==> src/rtl/gnrm_pkg.sv <==
// ----------------------------------------------------------------------------
// gnrm_pkg
// Shared widths, codes, templates and types of the grid neighbour ring mask.
// ----------------------------------------------------------------------------
`default_nettype none

package gnrm_pkg;

  localparam int CELL_W     = 20;
  localparam int SIDE_CFG_W = 11;
  localparam int MIN_SIDE   = 5;
  localparam int DATA_IN_W  = 24;
  localparam int DATA_OUT_W = 40;

  localparam logic [SIDE_CFG_W-1:0] SIDE_RST = 11'd128;

  // Band codes for the 3x3 and 5x5 classes.
  localparam logic [1:0] BAND3_FIRST = 2'd0;
  localparam logic [1:0] BAND3_MID   = 2'd1;
  localparam logic [1:0] BAND3_LAST  = 2'd2;

  localparam logic [2:0] BAND5_FIRST  = 3'd0;
  localparam logic [2:0] BAND5_SECOND = 3'd1;
  localparam logic [2:0] BAND5_MID    = 3'd2;
  localparam logic [2:0] BAND5_PENULT = 3'd3;
  localparam logic [2:0] BAND5_LAST   = 3'd4;

  typedef logic signed [2:0] ofs_t;

  localparam ofs_t OFS_M2 = -3'sd2;
  localparam ofs_t OFS_M1 = -3'sd1;
  localparam ofs_t OFS_Z  = 3'sd0;
  localparam ofs_t OFS_P1 = 3'sd1;
  localparam ofs_t OFS_P2 = 3'sd2;

  // Neighbour templates, row and column offsets in mask bit order.
  localparam ofs_t INNER_DR [8] = '{OFS_M1, OFS_M1, OFS_M1, OFS_Z, OFS_Z,
                                    OFS_P1, OFS_P1, OFS_P1};
  localparam ofs_t INNER_DC [8] = '{OFS_M1, OFS_Z, OFS_P1, OFS_M1, OFS_P1,
                                    OFS_M1, OFS_Z, OFS_P1};
  localparam ofs_t OUTER_DR [16] = '{OFS_M2, OFS_M2, OFS_M2, OFS_M2, OFS_M2,
                                     OFS_M1, OFS_M1, OFS_Z, OFS_Z, OFS_P1, OFS_P1,
                                     OFS_P2, OFS_P2, OFS_P2, OFS_P2, OFS_P2};
  localparam ofs_t OUTER_DC [16] = '{OFS_M2, OFS_M1, OFS_Z, OFS_P1, OFS_P2,
                                     OFS_M2, OFS_P2, OFS_M2, OFS_P2, OFS_M2, OFS_P2,
                                     OFS_M2, OFS_M1, OFS_Z, OFS_P1, OFS_P2};

  // Edge tests of one coordinate p against side s.
  typedef struct packed {
    logic ge1;  // p >= 1
    logic ge2;  // p >= 2
    logic lt1;  // p + 1 < s
    logic lt2;  // p + 2 < s
  } gnrm_edge_t;

  // Result fields, last field in the lowest bits.
  typedef struct packed {
    logic [15:0] outer_mask;
    logic [7:0]  inner_mask;
    logic [4:0]  outer_class;
    logic [3:0]  inner_class;
  } gnrm_result_t;

endpackage

`default_nettype wire

==> src/rtl/gnrm_div_stage.sv <==
// ----------------------------------------------------------------------------
// gnrm_div_stage
// One restoring division step: settles quotient bit BIT of index / side.
// ----------------------------------------------------------------------------
`default_nettype none

module gnrm_div_stage import gnrm_pkg::*; #(
  parameter int SW  = 11,
  parameter int QW  = 10,
  parameter int BIT = 0
) (
  input  wire logic              clk_i,
  input  wire logic              rst_ni,
  input  wire logic [SW-1:0]     side_i,
  input  wire logic              valid_i,
  output logic                   ready_o,
  input  wire logic [CELL_W-1:0] rem_i,
  input  wire logic [QW-1:0]     quo_i,
  input  wire logic              oog_i,
  output logic                   valid_o,
  input  wire logic              ready_i,
  output logic [CELL_W-1:0]      rem_o,
  output logic [QW-1:0]          quo_o,
  output logic                   oog_o
);

  localparam int AW = CELL_W + SW;

  logic              valid_q;
  logic [CELL_W-1:0] rem_d, rem_q;
  logic [QW-1:0]     quo_d, quo_q;
  logic              oog_q;
  logic [AW-1:0]     rem_ext;
  logic [AW-1:0]     dvs_shift;
  logic              take;

  always_comb begin
    rem_ext   = AW'(rem_i);
    dvs_shift = AW'(side_i) << BIT;
    take      = (rem_ext >= dvs_shift);
    rem_d     = take ? CELL_W'(rem_ext - dvs_shift) : rem_i;
    quo_d     = quo_i;
    quo_d[BIT] = take;
  end

  assign ready_o = !valid_q || ready_i;

  always_ff @(posedge clk_i or negedge rst_ni) begin
    if (!rst_ni) begin
      valid_q <= 1'b0;
    end else if (ready_o) begin
      valid_q <= valid_i;
    end
  end

  always_ff @(posedge clk_i) begin
    if (ready_o && valid_i) begin
      rem_q <= rem_d;
      quo_q <= quo_d;
      oog_q <= oog_i;
    end
  end

  assign valid_o = valid_q;
  assign rem_o   = rem_q;
  assign quo_o   = quo_q;
  assign oog_o   = oog_q;

endmodule

`default_nettype wire

==> src/rtl/gnrm_classify.sv <==
// ----------------------------------------------------------------------------
// gnrm_classify
// Output stage: bands, classes and in-grid masks from row and column.
// ----------------------------------------------------------------------------
`default_nettype none

module gnrm_classify import gnrm_pkg::*; #(
  parameter int SW = 11,
  parameter int QW = 10
) (
  input  wire logic          clk_i,
  input  wire logic          rst_ni,
  input  wire logic [SW-1:0] side_i,
  input  wire logic          valid_i,
  output logic               ready_o,
  input  wire logic [QW-1:0] row_i,
  input  wire logic [QW-1:0] col_i,
  input  wire logic          oog_i,
  output logic               valid_o,
  input  wire logic          ready_i,
  output gnrm_result_t       result_o,
  output logic               oog_o
);

  logic         valid_q;
  gnrm_result_t res_d, res_q;
  logic         oog_q;
  logic [SW-1:0] side_m1, side_m2;
  gnrm_edge_t   row_e, col_e;
  logic [1:0]   rb3, cb3;
  logic [2:0]   rb5, cb5;

  function automatic gnrm_edge_t edge_tests(logic [QW-1:0] p, logic [SW-1:0] sm1,
                                            logic [SW-1:0] sm2);
    gnrm_edge_t e;
    e.ge1 = (p != '0);
    e.ge2 = (p > QW'(1));
    e.lt1 = (SW'(p) < sm1);
    e.lt2 = (SW'(p) < sm2);
    return e;
  endfunction

  function automatic logic axis_ok(gnrm_edge_t e, ofs_t ofs);
    logic ok;
    case (ofs)
      OFS_M2:  ok = e.ge2;
      OFS_M1:  ok = e.ge1;
      OFS_Z:   ok = 1'b1;
      OFS_P1:  ok = e.lt1;
      OFS_P2:  ok = e.lt2;
      default: ok = 1'b0;
    endcase
    return ok;
  endfunction

  function automatic logic [1:0] band3(gnrm_edge_t e);
    logic [1:0] b;
    if (!e.ge1)      b = BAND3_FIRST;
    else if (!e.lt1) b = BAND3_LAST;
    else             b = BAND3_MID;
    return b;
  endfunction

  function automatic logic [2:0] band5(gnrm_edge_t e);
    logic [2:0] b;
    if (!e.ge1)      b = BAND5_FIRST;
    else if (!e.ge2) b = BAND5_SECOND;
    else if (!e.lt2 && e.lt1) b = BAND5_PENULT;
    else if (!e.lt1) b = BAND5_LAST;
    else             b = BAND5_MID;
    return b;
  endfunction

  always_comb begin
    side_m1 = side_i - SW'(1);
    side_m2 = side_i - SW'(2);
    row_e   = edge_tests(row_i, side_m1, side_m2);
    col_e   = edge_tests(col_i, side_m1, side_m2);
    rb3     = band3(row_e);
    cb3     = band3(col_e);
    rb5     = band5(row_e);
    cb5     = band5(col_e);
    res_d   = '0;
    if (!oog_i) begin
      res_d.inner_class = 4'({2'b00, rb3} * 4'd3) + 4'({2'b00, cb3});
      res_d.outer_class = 5'({2'b00, rb5} * 5'd5) + 5'({2'b00, cb5});
      for (int j = 0; j < 8; j++) begin
        res_d.inner_mask[j] = axis_ok(row_e, INNER_DR[j]) & axis_ok(col_e, INNER_DC[j]);
      end
      for (int j = 0; j < 16; j++) begin
        res_d.outer_mask[j] = axis_ok(row_e, OUTER_DR[j]) & axis_ok(col_e, OUTER_DC[j]);
      end
    end
  end

  assign ready_o = !valid_q || ready_i;

  always_ff @(posedge clk_i or negedge rst_ni) begin
    if (!rst_ni) begin
      valid_q <= 1'b0;
    end else if (ready_o) begin
      valid_q <= valid_i;
    end
  end

  always_ff @(posedge clk_i) begin
    if (ready_o && valid_i) begin
      res_q <= res_d;
      oog_q <= oog_i;
    end
  end

  assign valid_o  = valid_q;
  assign result_o = res_q;
  assign oog_o    = oog_q;

endmodule

`default_nettype wire

==> src/rtl/grid_neighbour_ring_mask.sv <==
// Stages: a front register, the divider steps and the classify stage, in that order.
// Throughput: one request per cycle while not stalled; the restoring divider gives one
// quotient bit per pipeline stage, so its stage count sets the latency but not the rate.
// Each stage stalls only when it is full and the stage after it is stalled.
// Reset clears all valid bits and loads the grid side register with 128.
// ----------------------------------------------------------------------------
// grid_neighbour_ring_mask
// Splits a linear cell index into row and column and classifies its position
// against the grid edges, with masks of the in-grid neighbours.
// ----------------------------------------------------------------------------
`default_nettype none

module grid_neighbour_ring_mask import gnrm_pkg::*; #(
  parameter int MAX_SIDE = 1024
) (
  input  wire logic                  clk_i,
  input  wire logic                  rst_ni,
  input  wire logic                  cfg_we_i,
  input  wire logic [SIDE_CFG_W-1:0] cfg_wdata_i,   // grid_side
  input  wire logic                  s_axis_tvalid,
  output logic                       s_axis_tready,
  input  wire logic [DATA_IN_W-1:0]  s_axis_tdata,  // [19:0] cell_index
  output logic                       m_axis_tvalid,
  input  wire logic                  m_axis_tready,
  // [3:0] inner_class, [8:4] outer_class, [16:9] inner_mask, [32:17] outer_mask
  output logic [DATA_OUT_W-1:0]      m_axis_tdata,
  output logic                       m_axis_tuser   // [0] out_of_grid
);

  localparam int SW   = $clog2(MAX_SIDE + 1);
  localparam int QW   = $clog2(MAX_SIDE);
  localparam int SQW  = 2 * SW;
  localparam int CMPW = (SQW > CELL_W) ? SQW : CELL_W;
  localparam int RESW = $bits(gnrm_result_t);

  logic [SIDE_CFG_W-1:0] side_cfg_q;
  logic [SW-1:0]         side_eff;

  // Stage position 0 is the front register, 1..QW are the divider steps.
  logic              v    [QW+1];
  logic              rdy  [1:QW+1];
  logic [CELL_W-1:0] rem  [QW+1];
  logic [QW-1:0]     quo  [QW+1];
  logic              oog  [QW+1];

  logic              front_v_q;
  logic [CELL_W-1:0] front_idx_q;
  logic [SQW-1:0]    front_sq_q;
  logic              front_oog;

  gnrm_result_t      result;
  logic              res_oog;

  always_ff @(posedge clk_i or negedge rst_ni) begin
    if (!rst_ni) begin
      side_cfg_q <= SIDE_RST;
    end else if (cfg_we_i) begin
      side_cfg_q <= cfg_wdata_i;
    end
  end

  always_comb begin
    if (side_cfg_q < SIDE_CFG_W'(MIN_SIDE)) begin
      side_eff = SW'(MIN_SIDE);
    end else if (32'(side_cfg_q) > 32'(MAX_SIDE)) begin
      side_eff = SW'(MAX_SIDE);
    end else begin
      side_eff = SW'(side_cfg_q);
    end
  end

  // Front stage: latch the index and the squared side.
  assign s_axis_tready = !front_v_q || rdy[1];

  always_ff @(posedge clk_i or negedge rst_ni) begin
    if (!rst_ni) begin
      front_v_q <= 1'b0;
    end else if (s_axis_tready) begin
      front_v_q <= s_axis_tvalid;
    end
  end

  always_ff @(posedge clk_i) begin
    if (s_axis_tready && s_axis_tvalid) begin
      front_idx_q <= s_axis_tdata[CELL_W-1:0];
      front_sq_q  <= SQW'(side_eff) * SQW'(side_eff);
    end
  end

  assign front_oog = (CMPW'(front_idx_q) >= CMPW'(front_sq_q));

  assign v[0]   = front_v_q;
  assign rem[0] = front_idx_q;
  assign quo[0] = '0;
  assign oog[0] = front_oog;

  for (genvar i = 1; i <= QW; i++) begin : g_div
    gnrm_div_stage #(
      .SW  (SW),
      .QW  (QW),
      .BIT (QW - i)
    ) u_div (
      .clk_i   (clk_i),
      .rst_ni  (rst_ni),
      .side_i  (side_eff),
      .valid_i (v[i-1]),
      .ready_o (rdy[i]),
      .rem_i   (rem[i-1]),
      .quo_i   (quo[i-1]),
      .oog_i   (oog[i-1]),
      .valid_o (v[i]),
      .ready_i (rdy[i+1]),
      .rem_o   (rem[i]),
      .quo_o   (quo[i]),
      .oog_o   (oog[i])
    );
  end

  gnrm_classify #(
    .SW (SW),
    .QW (QW)
  ) u_classify (
    .clk_i    (clk_i),
    .rst_ni   (rst_ni),
    .side_i   (side_eff),
    .valid_i  (v[QW]),
    .ready_o  (rdy[QW+1]),
    .row_i    (quo[QW]),
    .col_i    (rem[QW][QW-1:0]),
    .oog_i    (oog[QW]),
    .valid_o  (m_axis_tvalid),
    .ready_i  (m_axis_tready),
    .result_o (result),
    .oog_o    (res_oog)
  );

  assign m_axis_tdata = {(DATA_OUT_W - RESW)'(0), result};
  assign m_axis_tuser = res_oog;

  // An index beyond the grid carries no class and no mask bits.
  a_oog_zero: assert property (@(posedge clk_i) disable iff (!rst_ni)
    m_axis_tvalid && res_oog |-> result == '0)
    else $error("out-of-grid result carries nonzero fields");

  // Classes stay within their band products.
  a_class_range: assert property (@(posedge clk_i) disable iff (!rst_ni)
    m_axis_tvalid && !res_oog |-> result.inner_class < 4'd9 && result.outer_class < 5'd25)
    else $error("class out of range");

  // The upper neighbour exists exactly when the row is not the first.
  a_up_vs_class: assert property (@(posedge clk_i) disable iff (!rst_ni)
    m_axis_tvalid && !res_oog |-> result.inner_mask[1] == (result.inner_class >= 4'd3))
    else $error("upper neighbour bit disagrees with inner class");

  // A middle cell of the 5x5 bands sees the whole distance-2 ring.
  a_mid_ring: assert property (@(posedge clk_i) disable iff (!rst_ni)
    m_axis_tvalid && !res_oog && result.outer_class == 5'd12 |->
      result.outer_mask == 16'hFFFF && result.inner_mask == 8'hFF)
    else $error("middle cell lacks a full ring");

endmodule

`default_nettype wire
==> config.mk <==
export PLATFORM = sky130hd
export DESIGN_NAME = grid_neighbour_ring_mask
export DESIGN_NICKNAME = d
export VERILOG_FILES = /design/src/rtl/gnrm_pkg.sv /design/src/rtl/gnrm_div_stage.sv /design/src/rtl/gnrm_classify.sv /design/src/rtl/grid_neighbour_ring_mask.sv
export SDC_FILE = /design/constraint.sdc
export NUM_CORES = 1
export LEC_CHECK = 0
export BUFFER_PORTS_ARGS = -buffer_cell sky130_fd_sc_hd__buf_2
export CAP_MARGIN = 5
export CORE_ASPECT_RATIO = 1.1
export CORE_MARGIN = 1
export CORE_UTILIZATION = 45
export DETAILED_ROUTE_END_ITERATION = 7
export PLACE_DENSITY_LB_ADDON = 0.12
export SYNTH_ARGS = -nofsm -noshare
export SYNTH_HDL_FRONTEND = slang
export SYNTH_SLANG_ARGS = --single-unit
==> constraint.sdc <==
create_clock -name clk_i -period 12.25 [get_ports clk_i]
set_input_delay 2.45 -clock clk_i [delete_from_list [all_inputs] [get_ports clk_i]]
set_output_delay 2.45 -clock clk_i [all_outputs]
set_load 0.01 [all_outputs]
======== Word-level counts from Yosys, hierarchy flattened ========
Index checks and enable logic that the tools add are counted.
word-level totals
  word-level logic and storage cells ...... 185
  flip-flop bits (word level) ............. 354
  bits of input ports ..................... 40
cells by class
  multiplexer cells ....................... 33
  multiply operators ...................... 3
  bitwise operators ....................... 24
  add/subtract/negate cells ............... 14
  reductions and logical operators ........ 42
  order comparisons ....................... 19
operators by type and width
  cell                                                                              count
  20-bit two-way mux                                                                9
  10-bit by 11-bit less-than comparator with 1-bit output                           4
  1-bit bitwise AND                                                                 24
  3-bit two-way mux                                                                 8
  20-bit by 22-bit >= comparator with 1-bit output                                  1
  11-bit by 11-bit multiplier with 22-bit output                                    1
  11-bit two-way mux                                                                2
  20-bit by 11-bit >= comparator with 1-bit output                                  1
  20-bit by 12-bit >= comparator with 1-bit output                                  1
  20-bit by 13-bit >= comparator with 1-bit output                                  1
  20-bit by 14-bit >= comparator with 1-bit output                                  1
  20-bit by 15-bit >= comparator with 1-bit output                                  1
  20-bit by 16-bit >= comparator with 1-bit output                                  1
  20-bit by 17-bit >= comparator with 1-bit output                                  1
  20-bit by 18-bit >= comparator with 1-bit output                                  1
  20-bit by 19-bit >= comparator with 1-bit output                                  1
  20-bit >= comparator                                                              1
  10-bit by 1-bit greater-than comparator with 1-bit output, second input constant  2
  10-bit nonzero test                                                               2
  20-bit by 12-bit subtractor with 20-bit output                                    1
  20-bit by 13-bit subtractor with 20-bit output                                    1
  20-bit by 14-bit subtractor with 20-bit output                                    1
  20-bit by 15-bit subtractor with 20-bit output                                    1
  20-bit by 16-bit subtractor with 20-bit output                                    1
  19 further kinds                                                                  67

======== Logic depth before layout (Yosys ltp) ========
Gate-level depths: netlist of the first run.
  depth in word-level cells ............... 14
  depth in mapped cells ................... 29

======== Hierarchy ========
From an unflattened synthesis of the first run, not the netlist that was laid out.
unflattened totals
  cells, all modules ...................... 2411
  area, all modules ....................... 26797.0 um^2
modules (own cells, without submodules)
  module                            area each (um^2)  times used  cells each  sequential area each (um^2)
  grid_neighbour_ring_mask          5547.8            1           530         1532.7
  gnrm_classify                     2959.1            1           301         1046.0
  gnrm_div_stage (g_div[10].u_div)  1953.1            1           175         955.9
  gnrm_div_stage (g_div[7].u_div)   1904.3            1           174         955.9
  gnrm_div_stage (g_div[8].u_div)   1863.0            1           163         955.9
  gnrm_div_stage (g_div[9].u_div)   1861.8            1           159         955.9
  gnrm_div_stage (g_div[6].u_div)   1818.0            1           155         955.9
  gnrm_div_stage (g_div[5].u_div)   1811.7            1           159         955.9
  gnrm_div_stage (g_div[1].u_div)   1779.2            1           136         955.9
  gnrm_div_stage (g_div[4].u_div)   1779.2            1           153         955.9
  gnrm_div_stage (g_div[3].u_div)   1773.0            1           155         955.9
  gnrm_div_stage (g_div[2].u_div)   1746.7            1           151         955.9

======== Least setup slack after synthesis of the first run ========
OpenSTA, ideal clock, no wires.
  kind .................................... register to register
  start point ............................. reg side_cfg_q[6]
  end point ............................... reg front_sq_q[20] (data pin)
  library setup time ...................... 258 ps
  buffers on the path ..................... 0
  cell stages (with the launch flop) ...... 22
  path slack .............................. 6078 ps
  arrival ................................. 5915 ps
  data required time ...................... 11992 ps
  clock period less this slack ............ 6172 ps
  cells stage by stage .................... dfrtp_1 > nor4_4 > nand2_2 > nor2_4 > nor2_1 > nor2_1 > clkinv_1 > nor2_1 > fa_1 > fa_1 > fa_1 > fa_1 > inv_1 > fa_1 > inv_1 > ha_1 > o311a_1 > nand3_1 > a32o_1 > o21ai_0 > nand3_1 > xnor2_1
between the ends
  cells in the longest elaborated chain, start to end .. 4
ends and longest elaborated chain
  element                                           RTL line                        text
  start: declaration                                grid_neighbour_ring_mask.sv:36  logic [SIDE_CFG_W-1:0] side_cfg_q;
  start signal: assignment                          grid_neighbour_ring_mask.sv:58  side_cfg_q <= cfg_wdata_i;
  11-bit greater-than comparator                    grid_neighbour_ring_mask.sv:65  end else if (32'(side_cfg_q) > 32'(MAX_SIDE)) begin
  11-bit two-way mux                                grid_neighbour_ring_mask.sv:65
  11-bit two-way mux *                              grid_neighbour_ring_mask.sv:63  if (side_cfg_q < SIDE_CFG_W'(MIN_SIDE)) begin
  11-bit by 11-bit multiplier with 22-bit output *  grid_neighbour_ring_mask.sv:86  front_sq_q <= SQW'(side_eff) * SQW'(side_eff);
  end signal: assignment                            grid_neighbour_ring_mask.sv:86
  end: declaration                                  grid_neighbour_ring_mask.sv:48  logic [SQW-1:0] front_sq_q;
Every way passes the cells marked *; elsewhere a longest branch is shown, timed or not.
A chain may end at the register's enable or synchronous reset.

======== Worst setup path after layout of the first run ========
Ends and elaborated chain as after synthesis.

==> metrics, run 1 <==
outcome finished clean; Leak 10.44 nW; core area 50470 um^2; RSZ-0062 raised after global routing false; Inst Count DP 2825; Post-CTS Resized 0; part of the cycle the worst path needs 59.86%; Seq cells post-synth 353; largest net degree at the start of global routing 42; DR vias/cell 5.372; CP Class flop to flop; vias in the first global route 15640; Root Driver clkbuf_16; post-route DRC violation count 0; Pwr Density 254.9 nW/um^2; maximum clock frequency 136.4 MHz; total CTS buffers 40; Reg clk slew, reported paths 0.06 ns; number of port buffers 71; Avg Synthesized Cell Area 11.09 um^2; Setup Buffers After CTS 0; Worst EP arrival 7.64 ns; Initial Utilization 45.95%; final setup TNS 0 ns; nets 2553; slew margin rel. 23.77%; Top Ports 83; final instance area 25800 um^2; Unique masters post-synth 88; Clock Latency Late Sink 0.55 ns; Post-DP Area 24430 um^2; WP data required 12.56 ns; grt ovf 0; drt wl/cell 17.43 um; first-pass GRT wire length 81.63 mm; Iter 0 DRT Violations 786; critical path endpoint category flop; Slew Limit Fails 0; final WL 50.49 mm; crit-path max FO 14; CTS H-Tree Depth 2; Peak VDD IR 0.1251 mV; final cell count without fillers 2896; DPL Wire Length 38.12 mm; Synth top area share 42.73%; final worst path period need 7.333 ns; Clock Tree Buf Depth 3; GPL Wtd Cong 0.8603; hold-critical path depth 0; Seq/Total Area, Yosys 45.22%; Clock Sinks 353; Synth Cell Area 23190 um^2; Synthesis Warnings 0; num rows 86; Vias 15556; die height 240.1 um; top_reg_cell synth edfxtp_1; Critical Path Start Type flop; layout cells sized above 1 10.42%; count of flip-flops with a built-in enable after synthesis 330; asr flop ratio synth 6.516%; initial antenna violation count 0; Die Width 218.4 um; clk_skew 0.01549 ns; diodes inserted 0; area leader, netlist edfxtp_1; CTS tree yes; drt pass-1 iters 5; total of max-cap violations 0; die area 52450 um^2; worst slew pin tran 1.142 ns; Final Hold Vio Count 0; Hold-fix buffers, CTS 0; worst hold path type flop to flop; area grow syn2layout 11.27%; Mapped Cells 2091; GR Util All Layers 19.84%; R2R depth 21; Routed Antenna Nets 0; ranking of synthesized cells by area edfxtp_1 (43%), ha_1 (12%), fa_1 (6.6%); endpoints failing setup 0
layout make-up:
cell class | count | area [um^2]
inverters | 191 | 719.4
fillers | 4502 | 24660
well taps | 660 | 825.8
clock buffers | 51 | 1084
clock inverters | 20 | 290.3
repair buffers | 89 | 490.5
flip-flops and latches | 353 | 10490
multi-input cells | 1532 | 11910
flip-flops by register name, indices dropped and copies added, names as in the netlist, 10 cells and up:
register             count
front_idx_q             20
u_classify.result_o     33
g_div.u_div.valid_o     10
g_div.u_div.quo_o       55
g_div.u_div.rem_o      190
front_sq_q              21
side_cfg_q              11
g_div.u_div.oog_o       10
routing by layer:
metal  vias to the layer above  global-route usage (%)  part of all wire, %  wire [um]
met4                         0                   6.548                  2.7       1373
met3                        72                   2.606                  3.3       1691
met2                       247                   34.43                   49      24970
li1                       7783                       -                    -          -
met5                         -                       0                    0          0
met1                      7454                   25.43                   44      22450
where the power goes:
| part | switching [W] | total (W) | internal, W |
|---|---|---|---|
| Combinational | 0.00175 | 0.00314 | 0.00140 |
| Sequential | 0.000237 | 0.00218 | 0.00194 |
| Clock | 0.000479 | 0.00125 | 0.000774 |
cells by family (layout without fill, tap and decap cells):
| group | Yosys count | after routing | share of synthesized area [%] |
|---|---|---|---|
| AOI/OAI and AO/OA | 424 | 424 | 11.57 |
| buffers and inverters | 228 | 351 | 3.847 |
| other | 2 | 24 | 0.03239 |
| DFF | 353 | 353 | 45.22 |
| xor gates and xnor gates | 125 | 125 | 4.721 |
| and+or+nand+nor | 602 | 602 | 13.17 |
| muxes | 51 | 51 | 2.439 |
| adders and majority gates | 306 | 306 | 19.00 |
cells in the mapped netlist, drive strengths merged, types with 25 or more instances:
cell and number:
ha 229, nor2b 48, a21o 28, nor4 25, xnor2 75, nor3 38
xor2 50, nor2 174, nand2b 41, o21a 36, nand2 128, and2 28
inv 190, mux2 44, nand3 33, edfxtp 330, o21ai 116, a21oi 128
fa 77
metrics by stage:
step           setup slack [ns]  hold slack (ns)  util (%)  total power, W
2_1_floorplan             6.078           0.4003         -        0.004584
3_3_place_gp              4.958           0.4046     48.41        0.005276
3_5_place_dp              4.835           0.4045     48.41        0.005332
4_1_cts                   4.810           0.4176     51.13        0.006642
5_1_grt                   4.418           0.4194     51.13        0.007156
6_report                  4.917           0.4128     51.13        0.006578
worst max-delay path, cell delays in order, from the launching register on:
cell	delay, ns
dfrtp_1	0.57
nor4_4	0.44
nand2_2	0.16
nor2_4	0.17
nor2_1	0.06
nor2_1	0.29
clkinv_1	0.69
nor2_1	0.51
fa_1	0.51
fa_1	0.52
fa_1	0.55
fa_1	0.56
inv_1	0.05
fa_1	0.53
inv_1	0.04
ha_1	0.37
o311a_1	0.19
nand3_1	0.10
a32o_1	0.29
o21ai_0	0.23
nand3_1	0.13
xnor2_1	0.14
worst paths after layout:
path                                                         from                                  to  slack (ns)
worst min-delay path            g_div[8].u_div.quo_o[8]$_DFFE_PP_   g_div[9].u_div.quo_o[8]$_DFFE_PP_        0.41
min in group asynchronous                                  rst_ni      u_classify.valid_o$_DFFE_PN0P_        1.90
worst min register to register  g_div[8].u_div.quo_o[8]$_DFFE_PP_   g_div[9].u_div.quo_o[8]$_DFFE_PP_        0.41
worst max-delay path                    side_cfg_q[6]$_DFFE_PN0P_            front_sq_q[20]$_DFFE_PP_        4.92
max in group asynchronous                                  rst_ni  g_div[3].u_div.valid_o$_DFFE_PN0P_        9.97
worst max register to register          side_cfg_q[6]$_DFFE_PN0P_            front_sq_q[20]$_DFFE_PP_        4.92
layout by cell type (no fill, tap or decap), types with 13 or more instances in the layout:
cell,count
nand2b_1,41
nor4_1,24
buf_2,71
conb_1,24
nor2b_1,45
a21oi_1,126
or4_1,17
o21ai_0,113
nor2_1,171
edfxtp_1,330
xor2_1,50
clkbuf_16,41
or2_2,13
fa_1,77
ha_1,229
dfrtp_1,22
a21o_1,28
nand2_1,127
and2_1,26
mux2_2,44
o21a_1,36
inv_1,188
buf_4,18
nand4_1,17
nor3_1,37
nand3_1,33
xnor2_1,75
a211oi_1,14
o31a_1,13
(Power assumes the default switching activity.)
==> inputs of run 2 (changes only) <==
clock period = 6.9 ns   (was 12.25 ns; I/O delays follow)
==> metrics, run 2 (synthesized netlist as in run 1, its figures left out) <==
outcome finished clean; vias in the first global route 15829 (+1.2%); Die Width 218.4 um (unchanged); total of max-cap violations 0 (unchanged); drt wl/cell 17.38 um (-0.30%); DR vias/cell 5.380 (+0.16%); DPL Wire Length 38.45 mm (+0.85%); post-route DRC violation count 0 (unchanged); Setup crit start side_cfg_q[3]$_DFFE_PN0P_; area grow syn2layout 11.42%; Root Driver clkbuf_16; grt ovf 0 (unchanged); Min Hold Slack 0.4156 ns (+0.002723 ns); part of the cycle the worst path needs 91.16% (+31 points); number of port buffers 71 (unchanged); diodes inserted 0 (unchanged); Top Ports 83 (unchanged); Peak VDD IR 0.2403 mV (+92%); clk_skew 0.01219 ns (-0.003298 ns); worst slew pin tran 1.184 ns (+0.04144 ns); max reg flops 190 (unchanged); most frequent CP cell ha_1; Initial Utilization 45.95% (unchanged); crit-path max FO 18 (+4); maximum clock frequency 159.0 MHz (+17%); Clock Latency Late Sink 0.55 ns (about the same); Critical Path Start Type flop; Critical Path Slowest Stage Cell or4_1; Routed Antenna Nets 0 (unchanged); nets 2565 (+0.47%); CTS tree yes; Slew Limit Fails 0 (unchanged); Pwr Density 450.1 nW/um^2 (+77%); die area 52450 um^2 (unchanged); Final Core Density 51.20% (+0.072 points); layout cells sized above 1 10.63% (+0.21 points); Hold-fix buffers, CTS 0 (unchanged); drt pass-1 iters 5 (unchanged); R2R Setup Slk 0.61 ns (-4.31 ns); slew margin rel. 20.80% (-3.0 points); final setup TNS 0 ns (unchanged); worst r2r dst u_classify.result_o[8]$_SDFFCE_PP0P_; Clock Tree Buf Depth 3 (unchanged); worst hold path type flop to flop; RSZ-0062 raised after global routing false; Inst Count DP 2836 (+0.39%); Worst EP arrival 6.57 ns (-1.07 ns); core area 50470 um^2 (unchanged); final cell count without fillers 2908 (+0.41%); R2R depth 29 (+38%); Final Hold Vio Count 0 (unchanged); die height 240.1 um (unchanged); num rows 86 (unchanged); largest net degree at the start of global routing 42 (unchanged); CTS H-Tree Depth 2 (unchanged); Leak 10.48 nW (+0.37%); Setup Buffers After CTS 0 (unchanged); Post-CTS Resized 0 (unchanged); # fillers 4440 (-1.4%); Critical Path End u_classify.result_o[8]$_SDFFCE_PP0P_; commonest non-fill, non-tap cells in the layout edfxtp_1 (330), ha_1 (229), inv_1 (188); Reg clk slew, reported paths 0.06 ns (about the same); most common cell after layout, fill and taps aside edfxtp_1; first-pass GRT wire length 81.43 mm (-0.24%); final worst path period need 6.290 ns (-1.043 ns); critical path endpoint category flop; final WL 50.54 mm (+0.11%); Vias 15645 (+0.57%); Iter 0 DRT Violations 836 (+6.4%); Clock Sinks 353 (unchanged); CP peak stage delay 0.53 ns (-0.16 ns); endpoints failing setup 0 (unchanged); WP data required 7.18 ns (-5.38 ns); initial antenna violation count 0 (unchanged); hold-critical path depth 0 (unchanged); Worst R2R Start side_cfg_q[3]$_DFFE_PN0P_; GPL Wtd Cong 0.8977 (+4.3%); dpl ws 0.6095 ns (-4.226 ns); total CTS buffers 41 (+2.5%); final worst slack 0.6099 ns (-4.307 ns); CP Class flop to flop; GR Util All Layers 19.84% (about the same)
run 2: worst min path at each step:
stage	from	end	slack (ns)
floorplan	g_div[9].u_div.oog_o$_DFFE_PP_	g_div[10].u_div.oog_o$_DFFE_PP_	0.40
global placement	g_div[8].u_div.quo_o[3]$_DFFE_PP_	g_div[9].u_div.quo_o[3]$_DFFE_PP_	0.40
detailed placement	g_div[4].u_div.oog_o$_DFFE_PP_	g_div[5].u_div.oog_o$_DFFE_PP_	0.40
CTS	g_div[7].u_div.quo_o[3]$_DFFE_PP_	g_div[8].u_div.quo_o[3]$_DFFE_PP_	0.42
global route	g_div[9].u_div.quo_o[8]$_DFFE_PP_	g_div[10].u_div.quo_o[8]$_DFFE_PP_	0.42
finish	g_div[7].u_div.quo_o[4]$_DFFE_PP_	g_div[8].u_div.quo_o[4]$_DFFE_PP_	0.42
run 2: metal layers:
layer | GRT usage [%] | vias up | wire length, um
met4 | 7.586 | 0 | 1834
met2 | 34.04 | 267 | 24520
met5 | 0 | - | 0
met1 | 24.79 | 7480 | 22340
met3 | 3.479 | 99 | 1852
li1 | - | 7799 | -
run 2: metrics by stage:
step	cell area [um^2]	total power [W]
floorplan	23270	0.008139
global placement	24510	0.009366
detailed placement	24510	0.009490
CTS	25840	0.01175
global route	25840	0.01264
finish	25840	0.01163
run 2: power breakdown:
| group | leakage, nW | switching [W] | internal [W] | total (W) |
|---|---|---|---|---|
| clock network | 0.645 | 0.000848 | 0.00132 | 0.00217 |
| registers | 3.43 | 0.000408 | 0.00345 | 0.00386 |
| logic | 6.40 | 0.00311 | 0.00249 | 0.00560 |
| total | 10.5 | 0.00437 | 0.00726 | 0.0116 |
run 2: cell type report:
cell class	count	area, um^2	share of cell area [%]
clock buffers	52	1067	4.131
multi-input cells	1532	11910	46.08
repair buffers	100	573.1	2.218
clock inverters	20	260.3	1.007
flip-flops and latches	353	10490	40.58
inverters	191	719.4	2.784
well taps	660	825.8	3.196
run 2: worst max-delay path: cells and delay by family (launching register included):
family | cells | cell delay (ns)
buf+inv | 5 | 0.73
xor+xnor | 2 | 0.30
flops | 1 | 0.49
simple gates | 10 | 1.76
fa+ha+maj | 5 | 1.61
compound gates | 7 | 1.13
==> inputs of run 3 (changes only) <==
SYNTH_HIERARCHICAL = 1   (was default)
==> metrics, run 3 <==
outcome finished clean; Vias 17136 (+9.5%); Critical Path Start Type flop; Leak 11.28 nW (+7.7%); Pwr Density 441.2 nW/um^2 (-2.0%); grt ovf 0 (unchanged); Routed Antenna Nets 0 (unchanged); CP Buf/Inv Count 3 (-2); CP peak stage delay 0.55 ns (+0.02 ns); Synth Cell Area 24850 um^2 (+7.2%); final setup TNS 0 ns (unchanged); Clock Tree Buf Depth 3 (unchanged); worst r2r dst front_sq_q[19]$_DFFE_PP_; Worst R2R Start side_cfg_q[8]$_DFFE_PN0P_; CTS tree yes; worst slew pin tran 1.128 ns (-0.05575 ns); num rows 89 (+3.5%); RSZ-0062 raised after global routing false; drt pass-1 iters 5 (unchanged); Final Hold Vio Count 0 (unchanged); maximum clock frequency 158.3 MHz (-0.46%); critical path's top delay family adder cells; drt wl/cell 17.11 um (-1.5%); final worst path period need 6.319 ns (+0.02891 ns); total of max-cap violations 0 (unchanged); commonest non-fill, non-tap cells in the layout edfxtp_1 (330), inv_1 (280), ha_1 (219); largest net degree at the start of global routing 42 (unchanged); Hold-fix buffers, CTS 0 (unchanged); number of port buffers 71 (unchanged); post-route DRC violation count 0 (unchanged); first-pass GRT wire length 89.13 mm (+9.4%); CTS H-Tree Depth 2 (unchanged); most frequent CP cell fa_1; final WL 54.39 mm (+7.6%); core area 54120 um^2 (+7.2%); hold-critical path depth 0 (unchanged); clk_skew 0.02104 ns (+0.008853 ns); Design Power 0.01213 W (+4.3%); part of the cycle the worst path needs 91.58% (+0.42 points); DPL Wire Length 42.34 mm (+10%); Worst EP arrival 6.63 ns (+0.06 ns); max reg flops 190 (unchanged); WP data required 7.21 ns (+0.03 ns); Peak VDD IR 0.2593 mV (+7.9%); GR Util All Layers 19.95% (+0.12 points); R2R Setup Slk 0.58 ns (-0.03 ns); Clock Latency Late Sink 0.56 ns (about the same); diodes inserted 0 (unchanged); slew margin rel. 24.81% (+4.0 points); hold endpoint g_div[6].u_div/oog_o$_DFFE_PP_; Initial Utilization 45.92% (about the same); GPL Wtd Cong 0.8947 (-0.33%); total CTS buffers 41 (unchanged); crit-path max FO 5 (-13); vias in the first global route 17623 (+11%); Root Driver clkbuf_16; endpoints failing setup 0 (unchanged); die height 248.5 um (+3.5%); Slew Limit Fails 0 (unchanged); Clock Sinks 353 (unchanged); Synthesis Warnings 6 (+6); Top Ports 83 (unchanged); most common cell after layout, fill and taps aside edfxtp_1; area grow syn2layout 10.60%; nets 2755 (+7.4%); crit path cell chain nor4_2, nand2_1, o41ai_1, and2_1, nand2_1, fa_1, fa_1, inv_1, ha_1, fa_1, inv_1, fa_1, inv_1, ha_1, and3_1, a221oi_2, o31ai_2, o31a_1, a21oi_2, xnor2_1; CP Class flop to flop; hold path start g_div[5].u_div/oog_o$_DFFE_PP_; worst hold path type flop to flop; Reg clk slew, reported paths 0.06 ns (about the same); critical path endpoint category flop; die area 56180 um^2 (+7.1%); layout cells sized above 1 12.16% (+1.5 points); Mapped Cells 2316 (+11%); R2R depth 20 (-31%); DR vias/cell 5.392 (+0.22%); Critical Path Slowest Stage Cell fa_1; Avg Synthesized Cell Area 10.73 um^2 (-3.2%); Die Width 226.1 um (+3.5%); Iter 0 DRT Violations 745 (-11%); initial antenna violation count 0 (unchanged)
run 3: cell count changes in the layout (fill, tap and decap cells not counted), moves of 13 or more:
cell,delta
inv_1,+92
o21ai_0,-25
mux2_4,+20
mux2_2,-19
a21o_1,+15
and2_1,+15
nand2_1,+14
o21a_1,-13
run 3: how the worst max path moves through the flow:
stage,startpoint,end,cells past startpoint
after global routing,side_cfg_q[8]$_DFFE_PN0P_,front_sq_q[19]$_DFFE_PP_,20
after detailed placement,side_cfg_q[8]$_DFFE_PN0P_,front_sq_q[16]$_DFFE_PP_,20
after global placement,side_cfg_q[8]$_DFFE_PN0P_,front_sq_q[19]$_DFFE_PP_,20
after floorplan,side_cfg_q[5]$_DFFE_PN0P_,u_classify/result_o[8]$_SDFFCE_PP0P_,27
after CTS,side_cfg_q[8]$_DFFE_PN0P_,front_sq_q[16]$_DFFE_PP_,20
final,side_cfg_q[8]$_DFFE_PN0P_,front_sq_q[19]$_DFFE_PP_,20
run 3: per-layer routing:
| metal | track usage, % | up-vias | part of all wire (%) |
|---|---|---|---|
| met5 | 0 | - | 0 |
| met4 | 9.768 | 0 | 4.8 |
| met3 | 2.777 | 140 | 3.2 |
| met2 | 35.69 | 328 | 51 |
| met1 | 23.19 | 8197 | 41 |
| li1 | - | 8471 | - |
run 3: stage by stage:
step / hold WS, ns / util (%) / instance area [um^2] / cells / setup WS [ns]
2_1_floorplan: 0.4003 / - / 24930 / 2336 / 0.5494
3_3_place_gp: 0.4021 / 48.23 / 26100 / 3103 / 0.3659
3_5_place_dp: 0.4045 / 48.23 / 26100 / 3103 / 0.2746
4_1_cts: 0.4067 / 50.78 / 27480 / 3178 / 0.2870
5_1_grt: 0.4220 / 50.79 / 27490 / 3178 / 0.1983
6_report: 0.4093 / 50.79 / 27490 / 3178 / 0.5810
run 3: what timing repair did:
| action | 4_1_cts | 5_1_grt |
|---|---|---|
| resized for setup | 0 | 1 |
| setup endpoints to repair | 0 | 3 |
| setup buffers | 0 | 0 |
run 3: cell type report:
class / count / area [um^2]
Clock buffer: 48 / 1105
Sequential cell: 353 / 10490
Tap cell: 728 / 910.9
Timing Repair Buffer: 98 / 558.0
Clock inverter: 27 / 275.3
Multi-Input combinational cell: 1642 / 13090
Fill cell: 4948 / 26630
Inverter: 282 / 1064
run 3: report_power, final:
| group | total, W | internal, W | switching [W] |
|---|---|---|---|
| Clock | 0.00220 | 0.00133 | 0.000865 |
| Combinational | 0.00606 | 0.00265 | 0.00341 |
| Sequential | 0.00387 | 0.00342 | 0.000450 |
